$ cat config.mk
export PLATFORM = sky130hd
export DESIGN_NAME = sha256_byte_stream_hasher_flat
export DESIGN_NICKNAME = d
export VERILOG_FILES = /design/src/rtl/shb_pkg.sv /design/src/rtl/shb_if.sv /design/src/rtl/shb_ram.sv /design/src/rtl/sha256_byte_stream_hasher.sv /design/src/flat_wrapper.sv
export VERILOG_INCLUDE_DIRS = /design/src /design/src/rtl
export SDC_FILE = /design/constraint.sdc
export NUM_CORES = 2
export LEC_CHECK = 0
export CORE_AREA = 2 2 607 609
export DETAILED_ROUTE_END_ITERATION = 12
export DIE_AREA = 0 0 609 611
export DONT_BUFFER_PORTS = 1
export PLACE_DENSITY_LB_ADDON = 0.08
export SETUP_SLACK_MARGIN = 0.4
export SLEW_MARGIN = 20
export SYNTH_ARGS = -nofsm -noshare
export SYNTH_HDL_FRONTEND = slang
export SYNTH_SLANG_ARGS = --single-unit
$ cat constraint.sdc
create_clock -name clk -period 42 [get_ports clk]
set_clock_uncertainty 0.15 [all_clocks]
set_input_delay 4.2 -clock clk [delete_from_list [all_inputs] [get_ports clk]]
set_output_delay 4.2 -clock clk [all_outputs]
set_load 0.01 [all_outputs]
$ cat src/rtl/sha256_byte_stream_hasher_assert.svh
// Assertion macros for the SHA-256 byte stream hasher.
`ifndef SHA256_BYTE_STREAM_HASHER_ASSERT_SVH
`define SHA256_BYTE_STREAM_HASHER_ASSERT_SVH

// expression must never hold
`define SHB_ASSERT_NEVER(lbl, expr, msg) \
	lbl: assert property (@(posedge clk) disable iff (!arst_n) !(expr)) else $error(msg);

// antecedent implies consequent in the next cycle
`define SHB_ASSERT_NEXT(lbl, ante, cons, msg) \
	lbl: assert property (@(posedge clk) disable iff (!arst_n) (ante) |=> (cons)) \
		else $error(msg);

`endif

$ cat src/rtl/shb_pkg.sv
// Package: types, codes, constants and round functions of the SHA-256 hasher.
package shb_pkg;

	typedef enum logic {
		OP_ABSORB = 1'b0,
		OP_FINISH = 1'b1
	} op_t;

	typedef enum logic [2:0] {
		ST_IDLE,
		ST_PAD,
		ST_LEN,
		ST_LOAD,
		ST_ROUND,
		ST_FOLD,
		ST_OUT
	} state_t;

	localparam logic [7:0] PAD_MARK   = 8'h80;
	localparam logic [5:0] LEN_START  = 6'd56;
	localparam logic [5:0] LAST_BYTE  = 6'd63;
	localparam logic [5:0] LAST_ROUND = 6'd63;
	localparam logic [2:0] LAST_WORD  = 3'd7;

	function automatic logic [31:0] init_hash(input logic [2:0] idx);
		logic [31:0] r;
		unique case (idx)
			3'd0: r = 32'h6a09e667;
			3'd1: r = 32'hbb67ae85;
			3'd2: r = 32'h3c6ef372;
			3'd3: r = 32'ha54ff53a;
			3'd4: r = 32'h510e527f;
			3'd5: r = 32'h9b05688c;
			3'd6: r = 32'h1f83d9ab;
			default: r = 32'h5be0cd19;
		endcase
		return r;
	endfunction

	function automatic logic [31:0] round_k(input logic [5:0] idx);
		logic [31:0] r;
		unique case (idx)
			6'd0:  r = 32'h428a2f98; 6'd1:  r = 32'h71374491;
			6'd2:  r = 32'hb5c0fbcf; 6'd3:  r = 32'he9b5dba5;
			6'd4:  r = 32'h3956c25b; 6'd5:  r = 32'h59f111f1;
			6'd6:  r = 32'h923f82a4; 6'd7:  r = 32'hab1c5ed5;
			6'd8:  r = 32'hd807aa98; 6'd9:  r = 32'h12835b01;
			6'd10: r = 32'h243185be; 6'd11: r = 32'h550c7dc3;
			6'd12: r = 32'h72be5d74; 6'd13: r = 32'h80deb1fe;
			6'd14: r = 32'h9bdc06a7; 6'd15: r = 32'hc19bf174;
			6'd16: r = 32'he49b69c1; 6'd17: r = 32'hefbe4786;
			6'd18: r = 32'h0fc19dc6; 6'd19: r = 32'h240ca1cc;
			6'd20: r = 32'h2de92c6f; 6'd21: r = 32'h4a7484aa;
			6'd22: r = 32'h5cb0a9dc; 6'd23: r = 32'h76f988da;
			6'd24: r = 32'h983e5152; 6'd25: r = 32'ha831c66d;
			6'd26: r = 32'hb00327c8; 6'd27: r = 32'hbf597fc7;
			6'd28: r = 32'hc6e00bf3; 6'd29: r = 32'hd5a79147;
			6'd30: r = 32'h06ca6351; 6'd31: r = 32'h14292967;
			6'd32: r = 32'h27b70a85; 6'd33: r = 32'h2e1b2138;
			6'd34: r = 32'h4d2c6dfc; 6'd35: r = 32'h53380d13;
			6'd36: r = 32'h650a7354; 6'd37: r = 32'h766a0abb;
			6'd38: r = 32'h81c2c92e; 6'd39: r = 32'h92722c85;
			6'd40: r = 32'ha2bfe8a1; 6'd41: r = 32'ha81a664b;
			6'd42: r = 32'hc24b8b70; 6'd43: r = 32'hc76c51a3;
			6'd44: r = 32'hd192e819; 6'd45: r = 32'hd6990624;
			6'd46: r = 32'hf40e3585; 6'd47: r = 32'h106aa070;
			6'd48: r = 32'h19a4c116; 6'd49: r = 32'h1e376c08;
			6'd50: r = 32'h2748774c; 6'd51: r = 32'h34b0bcb5;
			6'd52: r = 32'h391c0cb3; 6'd53: r = 32'h4ed8aa4a;
			6'd54: r = 32'h5b9cca4f; 6'd55: r = 32'h682e6ff3;
			6'd56: r = 32'h748f82ee; 6'd57: r = 32'h78a5636f;
			6'd58: r = 32'h84c87814; 6'd59: r = 32'h8cc70208;
			6'd60: r = 32'h90befffa; 6'd61: r = 32'ha4506ceb;
			6'd62: r = 32'hbef9a3f7;
			default: r = 32'hc67178f2;
		endcase
		return r;
	endfunction

	function automatic logic [31:0] rotr(input logic [31:0] x, input int n);
		return (x >> n) | (x << (32 - n));
	endfunction

	function automatic logic [31:0] big_sig0(input logic [31:0] x);
		return rotr(x, 2) ^ rotr(x, 13) ^ rotr(x, 22);
	endfunction

	function automatic logic [31:0] big_sig1(input logic [31:0] x);
		return rotr(x, 6) ^ rotr(x, 11) ^ rotr(x, 25);
	endfunction

	function automatic logic [31:0] sml_sig0(input logic [31:0] x);
		return rotr(x, 7) ^ rotr(x, 18) ^ (x >> 3);
	endfunction

	function automatic logic [31:0] sml_sig1(input logic [31:0] x);
		return rotr(x, 17) ^ rotr(x, 19) ^ (x >> 10);
	endfunction

endpackage

$ cat src/rtl/shb_if.sv
// Stream interfaces of the hasher: input byte channel and digest word channel.
interface shb_in_if;
	import shb_pkg::*;
	logic       valid;
	logic       ready;
	op_t        operation;
	logic [7:0] data_byte;
	modport source (output valid, output operation, output data_byte, input ready);
	modport sink   (input valid, input operation, input data_byte, output ready);
endinterface

interface shb_out_if;
	logic        valid;
	logic        ready;
	logic [31:0] digest_word;
	logic [2:0]  word_index;
	logic        last_word;
	modport source (output valid, output digest_word, output word_index, output last_word,
		input ready);
	modport sink   (input valid, input digest_word, input word_index, input last_word,
		output ready);
endinterface

$ cat src/rtl/shb_ram.sv
// Generic simple dual-port RAM with registered read.
module shb_ram #(
	parameter int WIDTH = 32,
	parameter int DEPTH = 16
) (
	input  logic                     clk,
	input  logic                     we,
	input  logic [$clog2(DEPTH)-1:0] waddr,
	input  logic [WIDTH-1:0]         wdata,
	input  logic [$clog2(DEPTH)-1:0] raddr,
	output logic [WIDTH-1:0]         rdata
);
	logic [WIDTH-1:0] mem [DEPTH];

	always_ff @(posedge clk) begin
		if (we) begin
			mem[waddr] <= wdata;
		end
		rdata <= mem[raddr];
	end
endmodule

$ cat src/rtl/sha256_byte_stream_hasher.sv
// SHA-256 over a byte stream: one byte per absorb transfer, eight digest words on finish.
// Absorb transfers are taken one per cycle while the 64-byte block fills; the 64th byte
// starts the compression, which holds off input through a load step, 64 rounds at one
// round per cycle and a fold into the chaining words, so no byte is taken while a block is
// being compressed. A finish transfer writes the padding and the big-endian bit count into
// the block one byte per cycle (when the 0x80 mark lands past byte 55 the rest of that
// block is padded and compressed, and a further block is filled with padding and the
// length), compresses, then presents the eight digest words, most significant first, one
// per output transfer.
// Input is accepted only while the block is idle; the bit count wraps modulo 2^64.
// The block buffer lives in a 16 x 32-bit RAM, filled big-endian word by word.
module sha256_byte_stream_hasher (
	input  logic      clk,
	input  logic      arst_n,
	shb_in_if.sink    in_ch,
	shb_out_if.source out_ch
);
	import shb_pkg::*;

	state_t      state_q, state_d;
	logic [5:0]  fill_q;
	logic [63:0] bits_q;
	logic [23:0] word_q;
	logic        fin_q;      // finish in progress
	logic        lend_q;     // length bytes written, last compression running
	logic [5:0]  rnd_q;
	logic [2:0]  oidx_q;
	logic [31:0] chain_q [8];
	logic [31:0] v_q     [8];
	logic [31:0] sched_q [16];

	logic        in_xfer, out_xfer;
	logic        push;
	logic [7:0]  push_byte;
	logic        full;
	logic [5:0]  fill_nx;
	logic [7:0]  len_byte;
	logic        ram_we;
	logic [3:0]  ram_raddr;
	logic [31:0] ram_rdata;
	logic [31:0] w_calc, w_t, t1, t2, ch, mj;

	assign in_xfer  = in_ch.valid && in_ch.ready;
	assign out_xfer = out_ch.valid && out_ch.ready;
	assign fill_nx  = fill_q + 6'd1;
	assign full     = push && (fill_q == LAST_BYTE);
	// length byte k (k = fill - 56) sits (7-k)*8 bits up
	assign len_byte = 8'(bits_q >> {~fill_q[2:0], 3'b000});

	// output decode
	always_comb begin
		in_ch.ready = 1'b0;
		out_ch.valid = 1'b0;
		push = 1'b0;
		push_byte = 8'h00;
		ram_raddr = 4'd0;
		unique case (state_q)
			ST_IDLE: begin
				in_ch.ready = 1'b1;
				// ready is high here, so a valid byte is a transfer
				push = in_ch.valid;
				push_byte = (in_ch.operation == OP_ABSORB) ? in_ch.data_byte : PAD_MARK;
			end
			ST_PAD: begin
				push = 1'b1;
			end
			ST_LEN: begin
				push = 1'b1;
				push_byte = len_byte;
			end
			ST_LOAD: begin
				ram_raddr = 4'd0;
			end
			ST_ROUND: begin
				ram_raddr = 4'(rnd_q + 6'd1);
			end
			ST_FOLD: begin
			end
			ST_OUT: begin
				out_ch.valid = 1'b1;
			end
			default: begin
			end
		endcase
	end

	// next state
	always_comb begin
		state_d = state_q;
		unique case (state_q)
			ST_IDLE: begin
				if (in_xfer) begin
					if (full) begin
						state_d = ST_LOAD;
					end else if (in_ch.operation == OP_FINISH) begin
						state_d = (fill_nx == LEN_START) ? ST_LEN : ST_PAD;
					end
				end
			end
			ST_PAD: begin
				if (full) begin
					state_d = ST_LOAD;
				end else if (fill_nx == LEN_START) begin
					state_d = ST_LEN;
				end
			end
			ST_LEN: begin
				if (full) begin
					state_d = ST_LOAD;
				end
			end
			ST_LOAD: begin
				state_d = ST_ROUND;
			end
			ST_ROUND: begin
				if (rnd_q == LAST_ROUND) begin
					state_d = ST_FOLD;
				end
			end
			ST_FOLD: begin
				if (!fin_q) begin
					state_d = ST_IDLE;
				end else if (lend_q) begin
					state_d = ST_OUT;
				end else begin
					state_d = ST_PAD;
				end
			end
			ST_OUT: begin
				if (out_xfer && oidx_q == LAST_WORD) begin
					state_d = ST_IDLE;
				end
			end
			default: begin
				state_d = ST_IDLE;
			end
		endcase
	end

	// block buffer: one word written per four bytes
	assign ram_we = push && (fill_q[1:0] == 2'b11);

	shb_ram #(.WIDTH(32), .DEPTH(16)) u_block (
		.clk   (clk),
		.we    (ram_we),
		.waddr (fill_q[5:2]),
		.wdata ({word_q, push_byte}),
		.raddr (ram_raddr),
		.rdata (ram_rdata)
	);

	// one round per cycle; first 16 words straight from the RAM
	assign w_calc = sched_q[0] + sml_sig0(sched_q[1]) + sched_q[9] + sml_sig1(sched_q[14]);
	assign w_t    = (rnd_q[5:4] == 2'b00) ? ram_rdata : w_calc;
	assign ch     = (v_q[4] & v_q[5]) ^ (~v_q[4] & v_q[6]);
	assign mj     = (v_q[0] & v_q[1]) ^ (v_q[0] & v_q[2]) ^ (v_q[1] & v_q[2]);
	assign t1     = v_q[7] + big_sig1(v_q[4]) + ch + round_k(rnd_q) + w_t;
	assign t2     = big_sig0(v_q[0]) + mj;

	always_ff @(posedge clk or negedge arst_n) begin
		if (!arst_n) begin
			state_q <= ST_IDLE;
			fill_q  <= '0;
			bits_q  <= '0;
			fin_q   <= 1'b0;
			lend_q  <= 1'b0;
			rnd_q   <= '0;
			oidx_q  <= '0;
			for (int i = 0; i < 8; i++) begin
				chain_q[i] <= init_hash(3'(i));
			end
		end else begin
			state_q <= state_d;
			if (push) begin
				fill_q <= fill_nx;
			end
			if (in_xfer) begin
				if (in_ch.operation == OP_ABSORB) begin
					bits_q <= bits_q + 64'd8;
				end else begin
					fin_q <= 1'b1;
				end
			end
			if (state_q == ST_LEN && full) begin
				lend_q <= 1'b1;
			end
			if (state_q == ST_ROUND) begin
				rnd_q <= rnd_q + 6'd1;
			end
			if (state_q == ST_FOLD) begin
				for (int i = 0; i < 8; i++) begin
					chain_q[i] <= chain_q[i] + v_q[i];
				end
			end
			if (out_xfer) begin
				oidx_q <= oidx_q + 3'd1;
				if (oidx_q == LAST_WORD) begin
					// back to a fresh message
					bits_q <= '0;
					fin_q  <= 1'b0;
					lend_q <= 1'b0;
					for (int i = 0; i < 8; i++) begin
						chain_q[i] <= init_hash(3'(i));
					end
				end
			end
		end
	end

	// datapath registers, no reset
	always_ff @(posedge clk) begin
		if (push) begin
			word_q <= {word_q[15:0], push_byte};
		end
		if (state_q == ST_LOAD) begin
			for (int i = 0; i < 8; i++) begin
				v_q[i] <= chain_q[i];
			end
		end
		if (state_q == ST_ROUND) begin
			v_q[0] <= t1 + t2;
			v_q[1] <= v_q[0];
			v_q[2] <= v_q[1];
			v_q[3] <= v_q[2];
			v_q[4] <= v_q[3] + t1;
			v_q[5] <= v_q[4];
			v_q[6] <= v_q[5];
			v_q[7] <= v_q[6];
			for (int i = 0; i < 15; i++) begin
				sched_q[i] <= sched_q[i+1];
			end
			sched_q[15] <= w_t;
		end
	end

	assign out_ch.digest_word = chain_q[oidx_q];
	assign out_ch.word_index  = oidx_q;
	assign out_ch.last_word   = (oidx_q == LAST_WORD);

	`include "sha256_byte_stream_hasher_assert.svh"

	// input and output never open together
	`SHB_ASSERT_NEVER(a_no_overlap, in_ch.ready && out_ch.valid, "input open during digest")
	// the 64th absorbed byte must start a compression
	`SHB_ASSERT_NEXT(a_full_blocks, in_xfer && in_ch.operation == OP_ABSORB && fill_q == LAST_BYTE, !in_ch.ready && fill_q == 6'd0, "full block did not compress")
	// after the last digest word the state is fresh
	`SHB_ASSERT_NEXT(a_fresh, out_xfer && out_ch.last_word, in_ch.ready && fill_q == 6'd0 && bits_q == 64'd0 && oidx_q == 3'd0, "state not cleared after digest")
endmodule
$ cat src/flat_wrapper.sv
// flat-port wrapper written by rule: the top's interface ports become plain ports
module sha256_byte_stream_hasher_flat import shb_pkg::*;
  (clk, arst_n, in_ch_valid, in_ch_operation, in_ch_data_byte, in_ch_ready, out_ch_valid, out_ch_digest_word, out_ch_word_index, out_ch_last_word, out_ch_ready);
  shb_in_if in_ch_i ();
  shb_out_if out_ch_i ();
  input  logic clk;
  input  logic arst_n;
  input wire logic [$bits(in_ch_i.valid)-1:0] in_ch_valid;
  input wire logic [$bits(in_ch_i.operation)-1:0] in_ch_operation;
  input wire logic [$bits(in_ch_i.data_byte)-1:0] in_ch_data_byte;
  output wire logic [$bits(in_ch_i.ready)-1:0] in_ch_ready;
  output wire logic [$bits(out_ch_i.valid)-1:0] out_ch_valid;
  output wire logic [$bits(out_ch_i.digest_word)-1:0] out_ch_digest_word;
  output wire logic [$bits(out_ch_i.word_index)-1:0] out_ch_word_index;
  output wire logic [$bits(out_ch_i.last_word)-1:0] out_ch_last_word;
  input wire logic [$bits(out_ch_i.ready)-1:0] out_ch_ready;
  assign in_ch_i.valid = in_ch_valid;
  assign in_ch_i.operation = in_ch_operation;
  assign in_ch_i.data_byte = in_ch_data_byte;
  assign in_ch_ready = in_ch_i.ready;
  assign out_ch_valid = out_ch_i.valid;
  assign out_ch_digest_word = out_ch_i.digest_word;
  assign out_ch_word_index = out_ch_i.word_index;
  assign out_ch_last_word = out_ch_i.last_word;
  assign out_ch_i.ready = out_ch_ready;
  sha256_byte_stream_hasher u_core (.clk(clk), .arst_n(arst_n), .in_ch(in_ch_i), .out_ch(out_ch_i));
endmodule
==> impl_metrics.toml <==
[pwr]
powerDensity_nw_per_um2 = 34.7
p_int_uw = 2830
power_frac_clock = 0.510
comb_power_share = 0
pwr-share-seq = 0.490
p_leak_uw = 0.0403
power_uw = 3600
p_sw_uw = 772
netSwitchingFraction = 0.214
ir_drop_mv = 0.0287

[yosys]
syn_avg_cell_area_um2 = 11.8
async_flop_share = 0.201
synth_area_um2 = 91100
yosysWarningCount = 0
synth_flop_cell = "edfxtp_1"
syn_inst = 7752
synth.net_count = 8357
synth-edff-count = 1304
synth_seq_cells = 1673
netlist_top_cells_area = "edfxtp_1 (43%), dfrtp_1 (5.5%), ha_1 (5.5%)"
synth_commonest_cells = "edfxtp_1 (1304), nand2_1 (970), a21oi_1 (634)"
synth_top_cell_by_area = "edfxtp_1"
yosysMostFrequentCell = "edfxtp_1"
yosysSeqAreaShare = 0.531
post_synth_num_cell_types = 107
synth_top_area_frac = 0.430

[placement]
numPortBuffers = 0
dp_hpwl_mm = 232
place_congestion = 0.860

[finish]
nNetsFinal = 8310
drive_above_1_share = 0.127
utilization = 0.285
syn_to_final_growth_pct = 14.0

[timing]
worst_pin_slew_ns = 1.35
slew_headroom = 0.0985
setup_viol_count_final = 0
rsz0062_at_grt = "false"
fmax_mhz = 92.9
period_share = 0.256
period_minus_slack_ns = 10.76
slew_violations = 0
setup_tns_ns = 0
final_hold_viol_count = 0

[grt]
grt_pass1_wl_mm = 479
met1_usage = 0.263
grt_use_met2 = 0.277
grt_usage = 0.178
grt_max_degree = 338
gr-max-usage-layer = "met2"
grtUsageMet3 = 0.0225
grt_pass1_vias = 60900
antenna_found_initial = 21
grt-ovfl-total = 0

[setup_path]
critical_path.max_stage_delay_ns = 0.72
timing.rr.start = "u_core.sched_q[0][41]$_DFFE_PP_"
crit_type = "flop to flop"
arrival_ns = 11.38
crit_path_start_kind = "flop"
end_kind = "flop"
required_ns = 42.62
cp-startpoint = "u_core.sched_q[0][41]$_DFFE_PP_"
cp_max_fo = 5
rrSetupSlack_ns = 31.24
r2r_cells = 40
crit_path_top_delay_cell = "o21ai_0"

[cts]
cts_num_sinks = 1673
postCtsHoldBufs = 0
insertion_delay_ns = 0.92
tritoncts = "built"
clk_pin_slew_ns = 0.06
ctsResizeCount = 0
cts_buffer_depth = 4
root_buffer = "clkbuf_16"
h-tree-depth = 4
cts_buffers = 211
post_cts_buffers = 0

[routing]
drc = 0
dr_total_vias = 61600
dr.first_iter.drc_count = 5720
vias_per_cell = 4.85
dr.pass1.iters = 6
routed_wl_mm = 337
drtAntennaViolNets = 0
wire_per_inst_um = 26.5

[die]
dieHeight_um = 611
io_pins = 51
die_w_um = 609
initial_core_util = 0.250
fp-row-count = 222
core_area_um2 = 365000
die-area_um2 = 372000

[worst_hold_path]
holdPathStages = 0
hp-start = "u_core.sched_q[1][19]$_DFFE_PP_"
hold_class = "flop to flop"

[job]
timing.max_cap.violations = 0

[status]
status = "finished clean"
-- worst max-delay path, delay by kind of cell, from the launching register on --
family	cells	cell delay, ns
flip-flops	1	0.51
adder cells (fa/ha/maj)	7	2.83
AND/OR/NAND/NOR	6	0.93
buffers and inverters	4	0.30
AO/OA/AOI/OAI	18	4.66
XOR/XNOR	5	1.23
-- cells by family (layout without fill, tap and decap cells) --
kind of cell,count (synthesis),after routing,synth area share
other,0,7,0
and+or+nand+nor,1894,1894,0.0927
buffers and inverters,666,797,0.0277
xor gates and xnor gates,629,629,0.0611
adders and majority gates,610,610,0.0994
muxes,424,424,0.0616
DFF,1673,1673,0.531
AOI/OAI and AO/OA,1856,1856,0.126
-- area by class of cell --
type / instances / area, µm²
Sequential cell: 1673 / 48400
Inverter: 274 / 1040
Clock inverter: 94 / 953
Fill cell: 37600 / 261000
Antenna cell: 7 / 17.5
Multi-Input combinational cell: 5413 / 40500
Clock buffer: 297 / 5890
Tap cell: 4816 / 6030
Timing Repair Buffer: 132 / 1040
-- layout by cell type (no fill, tap or decap), types with 216 or more instances in the layout --
master / instances
inv_1: 266
o21ai_0: 291
ha_1: 395
xnor2_1: 400
nor2_1: 311
xor2_1: 224
clkbuf_16: 216
mux2_2: 256
nand2_1: 965
edfxtp_1: 1304
a21oi_1: 634
-- flip-flops by register name (all words and copies together) (netlist names), 24 cells and up --
signal and count:
u_core.u_block.rdata 32, u_core.bits_q 61, u_core.word_q 24, u_core.u_block.mem 512, u_core.sched_q 512, u_core.v_q 256
u_core.chain_q 256
-- per-layer routing --
layer	share of wire	up-vias
met4	0.019	2
met2	0.45	1489
li1	-	28300
met5	0.000039	-
met1	0.49	31500
met3	0.045	322
-- power by group through the flow --
stage	Combinational (µW)	Clock [µW]	Sequential, µW
detailed placement	0.155	0	1800
CTS	0.157	1910	1770
finish	0.154	1840	1770
global route	0.181	1960	1770
global placement	0.153	0	1800
floorplan	0.137	0	1800
-- stage by stage --
stage / area (µm²) / instances / hold slack [ns] / setup slack [ns]
global route: 104000 / 12700 / 0.231 / 30.59
detailed placement: 96900 / 12300 / 0.255 / 31.24
CTS: 104000 / 12700 / 0.234 / 31.25
floorplan: 91100 / 7752 / 0.250 / 25.61
finish: 104000 / 12700 / 0.245 / 31.24
global placement: 96900 / 12300 / 0.251 / 31.33
-- worst paths after layout --
kind | end
min reg2reg | u_core.sched_q[0][243]$_DFFE_PP_
min | u_core.sched_q[0][243]$_DFFE_PP_
max reg2reg | u_core.v_q[0][31]$_DFFE_PP_
max | u_core.v_q[0][31]$_DFFE_PP_
max in group asynchronous | u_core.chain_q[34]$_DFF_PN0_
min in group asynchronous | u_core.bits_q[18]$_DFF_PN0_
Note: power is estimated with default switching activity, not from simulation.
